===== src/hdl/rmq_pkg.sv =====
// rmq_pkg: shared widths, payload types and helpers for the
// rotation matrix to quaternion pipeline
// no dependencies
package rmq_pkg;

  localparam int MAT_W     = 16;   // matrix element, signed q1.15
  localparam int OUT_W     = 17;   // quaternion component
  localparam int ARG_W     = 18;   // clamped root argument
  localparam int ARGS_W    = 19;   // signed root argument before clamping
  localparam int TR_W      = 18;   // trace
  localparam int ROOT_W    = 9;    // floor sqrt of an ARG_W value
  localparam int SQ_REM_W  = 10;   // root remainder, at most twice the root
  localparam int SQ_STEPS  = ARG_W / 2;
  localparam int S_W       = 16;   // root times the scale
  localparam int HALF_W    = 15;
  localparam int SCALE_W   = 8;
  localparam int QUO_W     = 19;   // 2^26 / s for s >= scale
  localparam int DIV_STEPS = 27;   // numerator bits of 2^26
  localparam int RECIP_W   = QUO_W + 3;
  localparam int PROD_W    = OUT_W + RECIP_W + 1;
  localparam int FRAC_W    = 15;
  localparam int SH_W      = PROD_W - FRAC_W;

  localparam logic [SCALE_W-1:0] ROOT_SCALE = 8'd181;
  localparam logic signed [ARGS_W-1:0] ONE_Q15 = 19'sd32768;
  localparam logic signed [SH_W-1:0] OUT_MAX = 25'sd65535;
  localparam logic signed [SH_W-1:0] OUT_MIN = -25'sd65536;
  localparam logic [1:0] AXIS_W_IDX = 2'd3;

  // operands waiting for the reciprocal, and which slot takes s / 2
  typedef struct packed {
    logic [3:0][OUT_W-1:0] comp;
    logic [1:0]            sel;
  } pay_t;

  typedef struct packed {
    pay_t                pay;
    logic [ARG_W-1:0]    arg;
    logic [SQ_REM_W-1:0] rem;
    logic [ROOT_W-1:0]   root;
  } sq_t;

  typedef struct packed {
    pay_t              pay;
    logic [S_W-1:0]    s;
    logic [HALF_W-1:0] half;
    logic [S_W-1:0]    rem;
    logic [QUO_W-1:0]  quo;
  } dv_t;

  // cyclic axis order 1, 2, 0
  function automatic logic [1:0] next_axis(input logic [1:0] a);
    logic [1:0] n;
    case (a)
      2'd0:    n = 2'd1;
      2'd1:    n = 2'd2;
      default: n = 2'd0;
    endcase
    return n;
  endfunction

endpackage


===== src/hdl/rmq_div_cell.sv =====
// rmq_div_cell: one quotient bit of the restoring division 2^26 / s,
// registered
// depends on rmq_pkg
module rmq_div_cell (
  input  logic        clk_i,
  input  logic        rst_ni,
  input  logic        en_i,
  input  logic        num_bit_i,
  input  logic        valid_i,
  input  rmq_pkg::dv_t data_i,
  output logic        valid_o,
  output rmq_pkg::dv_t data_o
);
  import rmq_pkg::*;

  logic [S_W:0] rem_ext;
  logic         ge;
  dv_t          data_d;
  dv_t          data_q;
  logic         valid_q;

  // shift in the next numerator bit and subtract s when it fits
  always_comb begin
    rem_ext = {data_i.rem, num_bit_i};
    ge      = rem_ext >= {1'b0, data_i.s};
    data_d     = data_i;
    data_d.rem = ge ? S_W'(rem_ext - {1'b0, data_i.s}) : S_W'(rem_ext);
    data_d.quo = {data_i.quo[QUO_W-2:0], ge};
  end

  always_ff @(posedge clk_i or negedge rst_ni) begin
    if (!rst_ni) begin
      valid_q <= 1'b0;
    end else if (en_i) begin
      valid_q <= valid_i;
    end
  end

  always_ff @(posedge clk_i) begin
    if (en_i) begin
      data_q <= data_d;
    end
  end

  assign valid_o = valid_q;
  assign data_o  = data_q;
endmodule


===== config.mk =====
export PLATFORM = sky130hd
export DESIGN_NAME = rmq_div_cell
export DESIGN_NICKNAME = d
export VERILOG_FILES = /design/src/hdl/rmq_pkg.sv /design/src/hdl/rmq_div_cell.sv
export SDC_FILE = /design/constraint.sdc
export NUM_CORES = 1
export LEC_CHECK = 0
export ABC_AREA = 0
export BUFFER_PORTS_ARGS = -buffer_cell sky130_fd_sc_hd__buf_2
export CAP_MARGIN = 10
export CORE_MARGIN = 3
export CORE_UTILIZATION = 25
export CTS_CLUSTER_SIZE = 40
export DETAILED_ROUTE_END_ITERATION = 6
export GPL_TIMING_DRIVEN = 0
export HOLD_SLACK_MARGIN = 0.05
export PLACE_DENSITY = 0.57
export SLEW_MARGIN = 20
export SYNTH_ARGS = -nofsm -noshare
export SYNTH_HDL_FRONTEND = slang
export SYNTH_SLANG_ARGS = --single-unit
export TNS_END_PERCENT = 50

===== constraint.sdc =====
create_clock -name clk_i -period 0.8 [get_ports clk_i]
set_input_delay 0.04 -clock clk_i [delete_from_list [all_inputs] [get_ports clk_i]]
set_output_delay 0.04 -clock clk_i [all_outputs]
set_load 0.05 [all_outputs]

Word level (Yosys, flattened, before mapping)
Index checks and enable logic that the tools add are counted.
{ "totals": {"regBits": 137, "input_bits": 141, "out_inout_bits": 137, "elab_cells": 13} }
{ "classes": {"add_sub_neg": 1, "magnitude_cmp": 1, "n_mux": 1} }
{ "op_table": {"columns": ["op", "count"], "rows": [
  ["$ge 17x16->1", 1],
  ["$mux 16", 1],
  ["$sub 16x16->16", 1]
]} }

Longest topological paths before layout
{ "depth": {"word_depth": 2, "ltp_mapped": 11, "mapped_depth_nobuf": 9} }

Worst setup path before layout
Ideal clock, no wire load.
{ "synth_path": {"kind": "input to register", "startpoint": "input data_i[64] (netlist bit)", "endpoint": "register data_q (netlist bit data_o[24]) (data pin)", "setup_ns": 0.260, "t_arrival_ns": 1.962, "required_ns": 0.540, "setup_slack_ns": -1.423, "path_stages": 11, "n_path_buf": 2, "cell_sequence": "inv_1 ha_1 buf_6 a21o_1 a211o_1 a41o_1 a31oi_4 o21a_4 inv_4 buf_12 mux2_4"} }
{ "synth_lines": {"columns": ["item", "line", "rtl"], "rows": [
  ["start: declaration", "rmq_div_cell.sv:10", "input rmq_pkg::dv_t data_i,"],
  ["end signal: assignment", "rmq_div_cell.sv:41", "data_q <= data_d;"],
  ["end: declaration", "rmq_div_cell.sv:19", "dv_t data_q;"]
]} }

==> results.sh <==
export IMPL_result_of_the_run="finished, violations left"
export IMPL_violations="hold timing, setup timing"
export IMPL_detail_route_antenna_nets=0
export IMPL_synth_seq_cells=137
export IMPL_finalSetupViolCount=155
export IMPL_ir_drop_mv=1.31
export IMPL_viasPerCell=4.19
export IMPL_die_area_um2=22900
export IMPL_worstPathCellList="buf_12, inv_12, ha_4, a21o_1, a211o_1, a41o_1, a31oi_4, o21a_4, inv_4, buf_12, buf_8, mux2_4"
export IMPL_predominant_post_synthesis_flop_cell="edfxtp_1"
export IMPL_pin_count_of_the_biggest_net_entering_global_routing=85
export IMPL_cpMostUsedCell="buf_12"
export IMPL_yosysSeqAreaShare_pct=77.7
export IMPL_maxCapViolCount=0
export IMPL_holdCritStartpoint="data_i[25]"
export IMPL_insertion_delay_ps=410
export IMPL_synth_nets=452
export IMPL_gr_usage_met2_pct=25.3
export IMPL_async_set_or_reset_register_ratio_after_synthesis_pct=0.730
export IMPL_report_final_slew_viol_count=0
export IMPL_dpl_worst_slack_ps=-1660
export IMPL_start_util_pct=25.8
export IMPL_drt_first_pass_iters=4
export IMPL_regToRegSetupSlack_ps=-110
export IMPL_timing_hold_violations_final=3
export IMPL_rd_place_congestion=0.776
export IMPL_cts_tree="done"
export IMPL_min_delay_path_class="in -> reg"
export IMPL_sequentialPowerShare_pct=38.2
export IMPL_filler_cell_count=1736
export IMPL_post_synth_cell_area_avg_um2=18.0
export IMPL_max_slew_margin_rel_pct=71.4
export IMPL_htree_num_levels=4
export IMPL_final_layout_size_suffix_gt1_share_pct=52.4
export IMPL_r2r_cells=2
export IMPL_final_core_utilization_pct=51.4
export IMPL_critical_path_arrival_ps=1960
export IMPL_path_buf_inv=5
export IMPL_cts_root_buf="clkbuf_16"
export IMPL_tritoncts_buffer_count=17
export IMPL_drt_wl_total_mm=16.8
export IMPL_critPathLaunchType="input port"
export IMPL_row_count=52
export IMPL_path_class="in -> reg"
export IMPL_leakage_uw=0.00442
export IMPL_dp_hpwl_mm=11.0
export IMPL_timing_final_ws_setup_ps=-1010
export IMPL_post_drt_wl_per_cell_um=16.3
export IMPL_cp_slowest_cell="mux2_4"
export IMPL_yosysWarningCount=0
export IMPL_holdWs_ps=-27.0
export IMPL_layout_min_cycle_time_ps=1810
export IMPL_drt_iter0_markers=222
export IMPL_worst_path_max_fanout=5
export IMPL_power_clock_fraction_pct=34.8
export IMPL_min_delay_worst_endpoint="data_o[26]"
export IMPL_cts_sinks=137
export IMPL_final_cell_count_no_fill=1031
export IMPL_min_period_over_period_pct=226
export IMPL_rr_endpoint="valid_o"
export IMPL_fp_coreArea_um2=20500
export IMPL_rsz_0062_raised_after_global_routing="true"
export IMPL_syn_to_final_growth_pct=99.2
export IMPL_top_usage_layer="met2"
export IMPL_drc_violation_count_after_routing=0
export IMPL_place_detailed_instances=841
export IMPL_clk_path_buf_depth=2
export IMPL_synth_enable_flop_cells=136
export IMPL_buffer_ports_inserted=276
export IMPL_regToRegStartpoint="valid_o"
export IMPL_netlist_cell_type_count=44
export IMPL_antenna_found_initial=2
export IMPL_switchingPower_uw=7020
export IMPL_grt_ovfl_total=0
export IMPL_die_h_um=151
export IMPL_netlist_area_um2=5290
export IMPL_max_freq_mhz=553
export IMPL_fin_total_pwr_uw=23400
export IMPL_comb_power_share_pct=26.9
export IMPL_cp_top_family="compound AO/OA/AOI/OAI gates"
export IMPL_grt_total_usage_pct=13.7
export IMPL_grt_pass1_wl_mm=23.9
export IMPL_grt_use_met3_pct=4.82
export IMPL_power_density_nw_per_um2=2220
export IMPL_clkSlewWorstSetupHoldPaths_ps=60
export IMPL_tightest_slew_ps=430
export IMPL_power_report_internal_total_uw=16400
export IMPL_critPathCaptureType="flop"
export IMPL_switching_share_pct=30.0
export IMPL_worst_endpoint_required_ps=960
export IMPL_netlist_instances=294
export IMPL_finish_net_count=906
export IMPL_top_level_ports=278
export IMPL_first_global_vias=4522
export IMPL_critical_path_max_stage_delay_ps=280
export IMPL_die_width_um=151
export IMPL_detailroute_via_count=4320
export IMPL_fin_clk_skew_ps=0
export IMPL_met1_track_demand_over_resource_in_global_routing_pct=14.6
export IMPL_hold_path_depth=2
export IMPL_diodes=0
==> cells in the final DEF (no fill, tap or decap), types with 3 or more instances in the layout <==
master	Yosys	final
buf_8	0	4
nand4_1	3	3
xor2_1	4	4
inv_6	0	6
ha_2	0	4
buf_4	0	25
a21o_1	3	3
nor2_1	9	8
mux2_4	8	10
nand2_1	13	13
bufinv_16	0	3
buf_2	0	125
buf_12	1	4
inv_1	24	14
o21ai_0	8	4
inv_4	1	4
clkbuf_16	0	17
dlygate4sd3_1	0	133
ha_4	0	11
inv_2	0	6
buf_6	1	148
xnor2_1	8	8
clkinvlp_4	0	3
edfxtp_1	136	136
a21oi_1	10	8
mux2_2	5	3
mux2i_1	3	3
==> metrics by stage <==
stage | TNS (ps) | area, um2
detailed placement | -60980 | 7080
global route | -49930 | 10500
global placement | -279470 | 7040
finish | -43080 | 10500
floorplan | -20110 | 5320
CTS | -46530 | 10200
==> layout make-up <==
cell class	count	area, um2	area share [%]
clock buffers	18	429	4.08
plain buffers	1	20.0	0.190
flip-flops and latches	137	4110	39.0
inverters	25	116	1.11
well taps	270	338	3.21
repair buffers	440	3990	37.9
multi-input cells	126	1340	12.8
clock inverters	14	185	1.76
==> cells by family (layout without fill, tap and decap cells) <==
logic type	after synthesis	count (layout)	synth area share [%]
multiplexers	16	16	3.91
flip-flops	137	137	77.7
adder cells (fa/ha/maj)	17	17	4.17
AND/OR/NAND/NOR	36	36	3.31
AO/OA/AOI/OAI	45	45	6.18
buffers and inverters	31	498	2.70
XOR/XNOR	12	12	1.99
==> state kept, by name (all words and copies together) (netlist names) <==
signal and count:
data_o 136, valid_o 1
==> worst max path at each step <==
stage,startpoint,to,slack (ps),cells past startpoint
after CTS,data_i[64],data_o[27],-1040,12
after global placement,en_i,valid_o,-1990,2
after detailed placement,data_i[54],data_o[26],-1660,11
final,data_i[64],data_o[31],-1010,12
after floorplan,data_i[64],data_o[24],-1300,11
after global routing,data_i[52],data_o[31],-1040,12
==> what timing repair did <==
action	in CTS	in global routing
gates resized for setup	306	66
pin swaps	12	23
buffers inserted	19	11
hold buffers	132	1
endpoints found under the setup margin	155	155
hold endpoints to repair	189	27
==> power by group through the flow <==
stage | clock network [uW] | registers, uW | logic, uW
floorplan | 0 | 11200 | 860
global placement | 0 | 8940 | 4420
detailed placement | 0 | 8930 | 4470
CTS | 8410 | 8950 | 5980
global route | 8710 | 9010 | 6600
finish | 8150 | 8950 | 6310
==> layer usage <==
metal,share of wire (%),wire (um)
met1,35,5950
met2,54,8990
met3,8.8,1480
met4,2.1,347
met5,0.13,21
==> synth_stat cells (2+ instances only) <==
cell type / n / area share, %
edfxtp_1: 136 / 77
xor2_1: 4 / 0.66
nand3_1: 3 / 0.28
a211oi_1: 2 / 0.28
nor2_1: 9 / 0.64
a21o_1: 3 / 0.43
and3_1: 2 / 0.24
a21oi_1: 10 / 0.95
mux2i_1: 3 / 0.57
nand4_1: 3 / 0.36
ha_1: 16 / 3.8
a31oi_1: 3 / 0.36
xnor2_1: 8 / 1.3
a211o_1: 2 / 0.33
o21ai_0: 8 / 0.76
nand2_1: 13 / 0.92
clkbuf_1: 4 / 0.28
a41o_1: 2 / 0.38
mux2_2: 5 / 1.1
o21bai_1: 4 / 0.57
inv_1: 24 / 1.7
mux2_4: 8 / 2.3
Note: power is estimated with default switching activity, not from simulation.
