==> src/hdl/rmq_pkg.sv <==
// rmq_pkg: shared widths, payload types and helpers for the
// rotation matrix to quaternion pipeline
// no dependencies
package rmq_pkg;

  localparam int MAT_W     = 16;   // matrix element, signed q1.15
  localparam int OUT_W     = 17;   // quaternion component
  localparam int ARG_W     = 18;   // clamped root argument
  localparam int ARGS_W    = 19;   // signed root argument before clamping
  localparam int TR_W      = 18;   // trace
  localparam int ROOT_W    = 9;    // floor sqrt of an ARG_W value
  localparam int SQ_REM_W  = 10;   // root remainder, at most twice the root
  localparam int SQ_STEPS  = ARG_W / 2;
  localparam int S_W       = 16;   // root times the scale
  localparam int HALF_W    = 15;
  localparam int SCALE_W   = 8;
  localparam int QUO_W     = 19;   // 2^26 / s for s >= scale
  localparam int DIV_STEPS = 27;   // numerator bits of 2^26
  localparam int RECIP_W   = QUO_W + 3;
  localparam int PROD_W    = OUT_W + RECIP_W + 1;
  localparam int FRAC_W    = 15;
  localparam int SH_W      = PROD_W - FRAC_W;

  localparam logic [SCALE_W-1:0] ROOT_SCALE = 8'd181;
  localparam logic signed [ARGS_W-1:0] ONE_Q15 = 19'sd32768;
  localparam logic signed [SH_W-1:0] OUT_MAX = 25'sd65535;
  localparam logic signed [SH_W-1:0] OUT_MIN = -25'sd65536;
  localparam logic [1:0] AXIS_W_IDX = 2'd3;

  // operands waiting for the reciprocal, and which slot takes s / 2
  typedef struct packed {
    logic [3:0][OUT_W-1:0] comp;
    logic [1:0]            sel;
  } pay_t;

  typedef struct packed {
    pay_t                pay;
    logic [ARG_W-1:0]    arg;
    logic [SQ_REM_W-1:0] rem;
    logic [ROOT_W-1:0]   root;
  } sq_t;

  typedef struct packed {
    pay_t              pay;
    logic [S_W-1:0]    s;
    logic [HALF_W-1:0] half;
    logic [S_W-1:0]    rem;
    logic [QUO_W-1:0]  quo;
  } dv_t;

  // cyclic axis order 1, 2, 0
  function automatic logic [1:0] next_axis(input logic [1:0] a);
    logic [1:0] n;
    case (a)
      2'd0:    n = 2'd1;
      2'd1:    n = 2'd2;
      default: n = 2'd0;
    endcase
    return n;
  endfunction

endpackage

==> src/hdl/rmq_sqrt_cell.sv <==
// rmq_sqrt_cell: one digit of the restoring integer square root,
// two argument bits per cell, registered
// depends on rmq_pkg
module rmq_sqrt_cell (
  input  logic        clk_i,
  input  logic        rst_ni,
  input  logic        en_i,
  input  logic        valid_i,
  input  rmq_pkg::sq_t data_i,
  output logic        valid_o,
  output rmq_pkg::sq_t data_o
);
  import rmq_pkg::*;

  logic [SQ_REM_W+1:0] rem_ext;
  logic [SQ_REM_W+1:0] trial;
  logic                ge;
  sq_t                 data_d;
  sq_t                 data_q;
  logic                valid_q;

  // bring down two bits and try root*4+1
  always_comb begin
    rem_ext = {data_i.rem, data_i.arg[ARG_W-1 -: 2]};
    trial   = {1'b0, data_i.root, 2'b01};
    ge      = rem_ext >= trial;
    data_d      = data_i;
    data_d.arg  = {data_i.arg[ARG_W-3:0], 2'b00};
    data_d.rem  = ge ? SQ_REM_W'(rem_ext - trial) : SQ_REM_W'(rem_ext);
    data_d.root = {data_i.root[ROOT_W-2:0], ge};
  end

  always_ff @(posedge clk_i or negedge rst_ni) begin
    if (!rst_ni) begin
      valid_q <= 1'b0;
    end else if (en_i) begin
      valid_q <= valid_i;
    end
  end

  always_ff @(posedge clk_i) begin
    if (en_i) begin
      data_q <= data_d;
    end
  end

  assign valid_o = valid_q;
  assign data_o  = data_q;
endmodule

==> config.mk <==
export PLATFORM = sky130hd
export DESIGN_NAME = rmq_sqrt_cell
export DESIGN_NICKNAME = d
export VERILOG_FILES = /design/src/hdl/rmq_pkg.sv /design/src/hdl/rmq_sqrt_cell.sv
export SDC_FILE = /design/constraint.sdc
export NUM_CORES = 1
export LEC_CHECK = 0
export BUFFER_PORTS_ARGS = -buffer_cell sky130_fd_sc_hd__buf_2
export CORE_MARGIN = 4
export CORE_UTILIZATION = 35
export DETAILED_ROUTE_END_ITERATION = 7
export HOLD_SLACK_MARGIN = 0.03
export PLACE_DENSITY = 0.66
export SLEW_MARGIN = 25
export SYNTH_ARGS = -nofsm -noshare
export SYNTH_HDL_FRONTEND = slang
export SYNTH_SLANG_ARGS = --single-unit
export TNS_END_PERCENT = 20
==> constraint.sdc <==
create_clock -name clk_i -period 1.6 [get_ports clk_i]
set_input_delay 0.16 -clock clk_i [delete_from_list [all_inputs] [get_ports clk_i]]
set_output_delay 0.16 -clock clk_i [all_outputs]
set_load 0.01 [all_outputs]
# [Yosys cells after proc, flatten, opt, wreduce, memory -nomap -nowiden]
# Cells that the tools add are included.
[word_totals] register_bits=106 inputBits=111 out_inout_bits=108
[op_classes] addsub=1 n_lt_le_gt_ge=1 mux=1
[op_table] operator="12-bit by 11-bit >= comparator with 1-bit output" count=1
[op_table] operator="10-bit 2-to-1 mux" count=1
[op_table] operator="10-bit subtractor" count=1

# [Longest topological paths before layout]
# Gate-level depths: netlist (run 1).
[depth] word_depth=2 ltp_mapped=8

# [Worst setup path after synthesis (run 1)]
# No wires, ideal clock.
[synth_timing] path_kind="input port to flip-flop" from="input port data_i[3] (netlist name)" to="register data_q, in the netlist data_o[11] (data pin)" setup_time_ps=260 arrival_ps=1680 t_required_ps=1340 slack_ps=-341 stages=8 path_buffers=1 path_cell_list="inv_1 -> ha_1 -> a21oi_1 -> o21ai_2 -> a2111oi_4 -> o21ai_2 -> buf_6 -> mux2_4"
[synth_rtl] element="start, declared" line_no="rmq_sqrt_cell.sv:9" source="input rmq_pkg::sq_t data_i,"
[synth_rtl] element="end signal, assigned" line_no="rmq_sqrt_cell.sv:43" source="data_q <= data_d;"
[synth_rtl] element="end, declared" line_no="rmq_sqrt_cell.sv:19" source="sq_t data_q;"

==> results by stage, run 1 <==
Placed design:
- OpenSTA, run right after detailed placement, puts the worst setup slack at -0.5616 ns.
- Counting tap cells, the placed design contains a total of 581 instances.
- The placed instances occupy a cell area of 5436 um2.
- After legalization and detailed placement, the total HPWL measured 8.060 mm.
- During placement, the flow inserted port buffers numbering 216.
- The routability-driven placement congestion ratio is 0.7823.

Routing:
- Across all layers, the routed design uses 3,100 vias.
- The DRC violation count after routing is 0.
- The number of vias per cell after detailed routing is 4.448.
- In this run, the number of DRC markers left after iteration 0 of detailed routing was 172.
- The first-pass detailed-route iteration total is 4.
- The final layout contains routed wiring with a total length of 12.13 mm.
- The count of nets left with antenna violations once routing finished came out at 0.
- The average routed wire per standard cell is 17.40 um.

Timing:
- The worst clock skew on the final layout is 0 ns.
- Setup slack closes at 0.03528 ns.
- Subtracting the final worst setup slack from the clock period gives 1.565 ns.
- Setup violations remaining at the end of the flow were counted as 0.
- The final-report max-slew violation count is 0.
- The top achievable clock speed is 639.1 MHz.
- The post-route fraction of the period consumed by the critical path is 97.80%.
- The final-report hold violation count was 0.

Finish:
- The count of fill cells added during filler insertion is 814.
- The cell area after layout is 6827 um2.
- The area growth from synthesis to layout is 76.34%.
- The non-filler instance count after layout is 697.
- The repair_antennas step left the layout with diodes totalling 0.
- The net count of the finished layout is 674.
- In the final layout, the share of cells above drive strength 1 is 54.94%.

Floorplanning:
- The floorplan row count is 38.
- The number of top-level pins is 219.
- The die covers 12,810 um2.
- In this run the standard cell core region covers 10,840 um2.
- The initial utilization of the core area, before any placement, comes to 35.71%.
- The floorplan step set the die height to 113.2 um.
- The width of the die is 113.2 um.

Clocking:
- The largest buffer count on any clock path is 2.
- For the worst-skew pair, the clock arrives at the later sink with an insertion delay of 0.36 ns.
- The number of H-tree levels is 3.
- The clock sink total is 106.
- TritonCTS created 9 clock buffers.
- Clock-pin slew was measured on the worst setup and hold paths at 0.11 ns.
- The master cell of the clock root buffer is clkbuf_8.
- TritonCTS built the clock tree.

Logic synthesis:
- The gate count after technology mapping is 194.
- The async set-reset flop share out of synthesis is 0.9434%.
- The total of warnings raised by yosys is 0.
- The synthesized area per cell is 19.95 um2.
- The flop and latch count out of synthesis is 106.
- The top cell type by total area after synthesis is edfxtp_1.
- The sequential-to-total area share from yosys stat is 82.09%.
- The area of the mapped netlist is 3871 um2.
- Counting instances in the post-synthesis netlist gives the leading cell types as edfxtp_1, inv_1, ha_1, mux2_4.
- Sorting the synthesized cells by area gives the leading types as edfxtp_1, ha_1, mux2_4.
- After synthesis, the netlist uses 35 different library cells.
- After synthesis, the largest area contributor takes up 81.45% of total cell area.
- Yosys instantiated no cell more often than edfxtp_1.
- Among all flip-flop cells after synthesis, the most frequent one is edfxtp_1.
- In this run, synthesis inferred 105 flip-flops with an integrated enable.

Global routing:
- The all-layer global routing usage is 18.09%.
- The via count of the first global-routing pass is 3,245.
- The global-route wire length before repair is 17.35 mm.
- The total overflow reported by the global router is 0.
- The maximum number of pins on one net before global-route repair is 63.
- The initial antenna violation count is 0.

Worst hold path:
- The min-delay analysis places its worst path in the category input pin to asynchronous set/reset pin.

Pwr:
- The total power divided by cell area is 949.3 nW/um2.
- In this run the static leakage power is 2.960 nW.
- The worst-case vdd ir drop is 0.0004652 V.

Worst setup path:
- STA puts the critical path data required time at 1.71 ns.
- The critical path data arrival time is 1.68 ns.
- The endpoint type of the worst setup path is a flip-flop.
- The launching element type of the critical path is an input pin.
- In this run the worst path has a maximum fanout of 5.
- The worst setup path is of the input pin to flip-flop kind.

Job:
- Max-cap violations in this run came to 0.

Status:
- The flow ran to the end, and the final reports show no timing, DRC or antenna violations.
[worst max-delay path: stages]
cell and delay, ns:
buf_6 0.10, inv_4 0.05, ha_4 0.19, nor2b_4 0.12, o31a_1 0.33, a41oi_4 0.26
o21ai_4 0.16, mux2_4 0.31
[timing repair]
| item | CTS | global route |
|---|---|---|
| gates cloned | 1 | 0 |
| pin swaps | 4 | 11 |
| endpoints found under the hold margin | 96 | 0 |
| gates resized for setup | 8 | 29 |
| hold buffers | 96 | 0 |
| setup endpoints to repair | 10 | 10 |
| setup buffers | 1 | 2 |
[state kept, by name (all words and copies together) (netlist names)]
signal and count:
data_o 105, valid_o 1
[cell families (layout without fill, tap and decap cells)]
family                     Yosys count  after routing  share of synthesized area [%]
AOI/OAI and AO/OA                   24             25                          4.719
xor gates and xnor gates             6              6                          1.357
adders and majority gates           11             11                          3.555
buffers and inverters               15            376                          1.842
DFF                                106            106                          82.09
muxes                               10             10                          3.555
other                                1              2                        0.09687
and+or+nand+nor                     21             21                          2.780
[routing by layer]
metal	part of all wire [%]	routed length, um	track usage [%]	vias up
met5	0	0	0	-
met4	2.6	320	7.372	0
met3	7.3	890	4.545	25
met2	54	6597	34.44	142
met1	36	4318	18.76	1477
li1	-	-	-	1456
[layout by cell type (no fill, tap or decap), types with 3 or more instances in the layout]
| cell type | synthesis | final |
|---|---|---|
| inv_2 | 0 | 6 |
| ha_1 | 11 | 3 |
| buf_6 | 1 | 7 |
| buf_4 | 2 | 35 |
| ha_4 | 0 | 7 |
| inv_1 | 12 | 4 |
| nand2_1 | 5 | 4 |
| buf_2 | 0 | 208 |
| clkbuf_8 | 0 | 9 |
| edfxtp_1 | 105 | 105 |
| nor2_1 | 5 | 4 |
| o21ai_0 | 4 | 4 |
| xnor2_1 | 5 | 5 |
| mux2_4 | 7 | 8 |
| dlygate4sd3_1 | 0 | 96 |
| o211ai_1 | 3 | 3 |
| o21ai_4 | 0 | 3 |
[power by group]
group          total (W)  leakage, nW  switching (W)  internal [W]
registers        0.00338         1.04      0.0000609       0.00332
logic            0.00127         1.80       0.000583      0.000684
clock network    0.00183        0.115       0.000935      0.000896
[layout make-up]
type | count | area, um2 | share of cell area (%)
timing repair buffer | 348 | 2384 | 34.92
tap | 140 | 175.2 | 2.566
sequential | 106 | 3178 | 46.55
clock inverter | 7 | 98.84 | 1.448
clock buffer | 9 | 123.9 | 1.815
inverter | 12 | 50.05 | 0.7331
multi-input combinational | 75 | 817.0 | 11.97
[metrics by stage]
step / utilization [%] / power (W) / setup TNS, ns / hold WS, ns
2_1_floorplan: - / 0.003853 / -1.631 / -0.1356
3_3_place_gp: 50.15 / 0.004394 / -5.139 / -0.06488
3_5_place_dp: 50.15 / 0.004423 / -5.439 / -0.06126
4_1_cts: 61.61 / 0.006456 / 0 / 0.06208
5_1_grt: 62.97 / 0.006777 / -0.03586 / 0.06787
6_report: 62.97 / 0.006480 / 0 / 0.08934
[final timing paths]
kind                                     startpoint                    to  slack [ns]  depth (start not counted)
worst max-delay path                      data_i[0]  data_o[15]$_DFFE_PP_        0.04                          8
worst min-delay path                         rst_ni   valid_o$_DFFE_PN0P_        0.09                          2
worst max register to register  valid_o$_DFFE_PN0P_   valid_o$_DFFE_PN0P_        0.85                          1
worst min register to register  valid_o$_DFFE_PN0P_   valid_o$_DFFE_PN0P_        0.53                          1
max in group asynchronous                    rst_ni   valid_o$_DFFE_PN0P_        1.42                          2
min in group clk_i                       data_i[11]  data_o[13]$_DFFE_PP_        0.12                          2
Power figures use the tool's default switching activity.
==> run 2, diff against run 1 <==
Settings changed: CORE_UTILIZATION 35 to 45, PLACE_DENSITY 0.66 to 0.81.
==> run 2 against run 1 <==
  * Register-to-register slack about the same
  * Largest cell class unchanged
  * Clock skew unchanged
  * Fmax down 1.5%
  * Global-route usage up 8.8 points
  * First-iteration DRC count down 7.0%
==> results by stage, run 2 (synthesis results as in run 1) <==
Clocking:
- The largest buffer count on any clock path is 2.
- Clock tree synthesis selected as its root buffer the cell clkbuf_8.
- The clock drives 106 sinks.
- TritonCTS built the clock tree.
- In this run the number of H-tree levels came out at 3.
- The number of CTS-inserted buffers is 9.
- The clock-pin slew on the worst setup and hold paths is 0.10 ns.
- The insertion delay to the later sink of the worst-skew pair is 0.34 ns.

Timing:
- The final-report max-slew violation count is 0.
- The final-report hold violation count is 0.
- Setup repair after global routing could not meet its margin everywhere.
- The final worst-path setup slack is 0.01161 ns.
- The post-route fraction of the period consumed by the critical path is 99.27%.
- The top achievable clock speed is 629.6 MHz.
- Setup violations remaining at the end of the flow were counted as 0.
- The setup TNS after final layout is 0 ns.
- The worst slack on hold paths is 0.07702 ns.
- The clock arrives with 0 ns of skew.
- The shortest clock period the worst path allows after layout is 1.588 ns.

Finish:
- The post-synthesis to final-layout area growth is 72.66%.
- The library cells used most frequently in the layout, excluding fill and tap cells, are buf_2, edfxtp_1, dlygate4sd3_1.
- The flip-flop count of the largest register after layout is 105.
- The net count of the finished layout is 672.
- Cells with a size suffix above 1 make up 54.95% of the layout.
- For this run, the share of the core covered by cells in the final layout is 80.54%.
- The library cell used most frequently in the layout, excluding fill and tap cells, is buf_2.
- The total inserted antenna cells is 0.
- The non-filler instance count after layout is 660.

Worst setup path:
- The kind of critical path is input pin to flip-flop.
- The worst register-to-register path ends at valid_o$_DFFE_PN0P_.
- The library cell contributing the largest single delay on the critical path is mux2_4.
- The most used cell along the critical path is o21ai_4.
- In this design, the stage delay of the slowest critical-path cell is 0.32 ns.
- For flop-to-flop paths, the worst setup slack is 0.85 ns.
- Traced cell by cell, the critical path runs through buf_6 -> inv_2 -> ha_4 -> a21oi_4 -> o21ai_4 -> a2111oi_4 -> buf_4 -> o21ai_4 -> mux2_4.
- The endpoint type of the worst setup path is a flip-flop.
- The biggest fanout along the worst timing path is 5.
- The logic depth of the worst register-to-register path is 1.
- The startpoint of the worst register-to-register path is valid_o$_DFFE_PN0P_.
- The worst setup path is launched from an input pin.
- The critical path data arrival time is 1.69 ns.
- The data required time at the worst endpoint is 1.70 ns.

Pwr:
- The analysis attributes to cell leakage a power of 2.917 nW.
- The worst-case IR drop observed on VDD is 0.0004522 V.
- Power spread over the standard cell area amounts to 930.4 nW/um2.

Floorplanning:
- The die extent in y is 100.8 um.
- The core region is 8299 um2.
- The width of the die is 100.8 um.
- The die covers 10,150 um2.
- After floorplanning, the core was divided into 33 placement rows.
- The starting utilization of the core area is 46.65%.
- The number of top-level pins is 219.

Placed design:
- The routability-driven placement congestion ratio is 0.8376.
- The HPWL after detailed placement is 8.548 mm.
- The instance count after placement with tap cells included is 546.
- In this run the tool buffered the top-level ports with 216 buffer cells.
- Before CTS, the worst setup slack after placement is -0.6389 ns.

Routing:
- The DRC violation count after routing is 0.
- Dividing the detail-routed wire length by the instance count gives 20.60 um.
- The first TritonRoute pass finished after 4 iterations.
- The detail route stage leaves a number of antenna-violating nets equal to 0.
- Across all layers, the routed design uses 3,258 vias.
- The sum of routed wire length over all layers is 13.59 mm.
- The initial DRC count is 160.
- The number of vias per cell after detailed routing is 4.936.

Worst hold path:
- The launch point of the worst hold path is en_i.
- The min-delay analysis places its worst path in the category input pin to flip-flop.
- The cell depth of the worst hold path is 1.
- The worst min-delay path endpoint is data_o[9]$_DFFE_PP_.

Job:
- The max-capacitance violation count is 0.

Global routing:
- The maximum number of pins on one net before global-route repair is 69.
- The initial antenna violation count came to 0.
- The via count of the first global-routing pass is 3,465.
- The total overflow reported by the global router is 0.
- The first global-routing pass estimated 19.93 mm of wire.
- In the global route stage, overall resource usage came out at 26.89%.

Status:
- The flow ran to the end, and the final reports show no timing, DRC or antenna violations.
==> run 2: power by group <==
part | switching, W | internal [W]
Clock | 0.000934 | 0.000604
Combinational | 0.000609 | 0.000669
Sequential | 0.0000793 | 0.00332
Total | 0.00162 | 0.00460
==> run 2: final cells by class <==
| cell class | count | area (um2) |
|---|---|---|
| sequential | 106 | 3178 |
| clock inverter | 6 | 57.56 |
| tap | 105 | 131.4 |
| multi-input combinational | 75 | 807.0 |
| fill | 411 | 1615 |
| timing repair buffer | 346 | 2332 |
| clock buffer | 10 | 127.6 |
| inverter | 12 | 50.05 |
==> run 2: what timing repair did <==
action | CTS | global route
hold endpoints to repair | 94 | 0
cloned | 1 | 0
setup buffers | 1 | 2
resized for setup | 9 | 23
pin swaps | 3 | 10
hold buffers | 94 | 0
endpoints found under the setup margin | 10 | 10
==> run 2: how the worst max path moves through the flow <==
stage,end,slack [ns],startpoint
after floorplan,data_o[11]$_DFFE_PP_,-0.21,data_i[9]
after global placement,data_o[18]$_DFFE_PP_,-0.52,data_i[7]
after detailed placement,data_o[18]$_DFFE_PP_,-0.64,data_i[7]
after CTS,data_o[12]$_DFFE_PP_,0.002,data_i[16]
after global routing,data_o[12]$_DFFE_PP_,-0.01,data_i[14]
final,data_o[12]$_DFFE_PP_,0.01,data_i[3]
==> run 2: layer usage <==
| metal | wire length, um | track usage, % |
|---|---|---|
| met5 | 0 | 0 |
| met1 | 4566 | 28.64 |
| met4 | 461 | 9.845 |
| met2 | 7474 | 51.19 |
| met3 | 1091 | 6.090 |
==> run 2: per-stage QoR <==
| stage | area (um2) | total power [W] |
|---|---|---|
| floorplan | 3931 | 0.003853 |
| global placement | 5380 | 0.004380 |
| detailed placement | 5380 | 0.004431 |
| CTS | 6576 | 0.006159 |
| global route | 6684 | 0.006472 |
| finish | 6684 | 0.006219 |
==> run 2: critical path, delay by kind of cell <==
kind | cells | cell delay, ns
fa+ha+maj | 1 | 0.21
mux | 1 | 0.32
compound gates | 4 | 0.64
buf+inv | 3 | 0.34
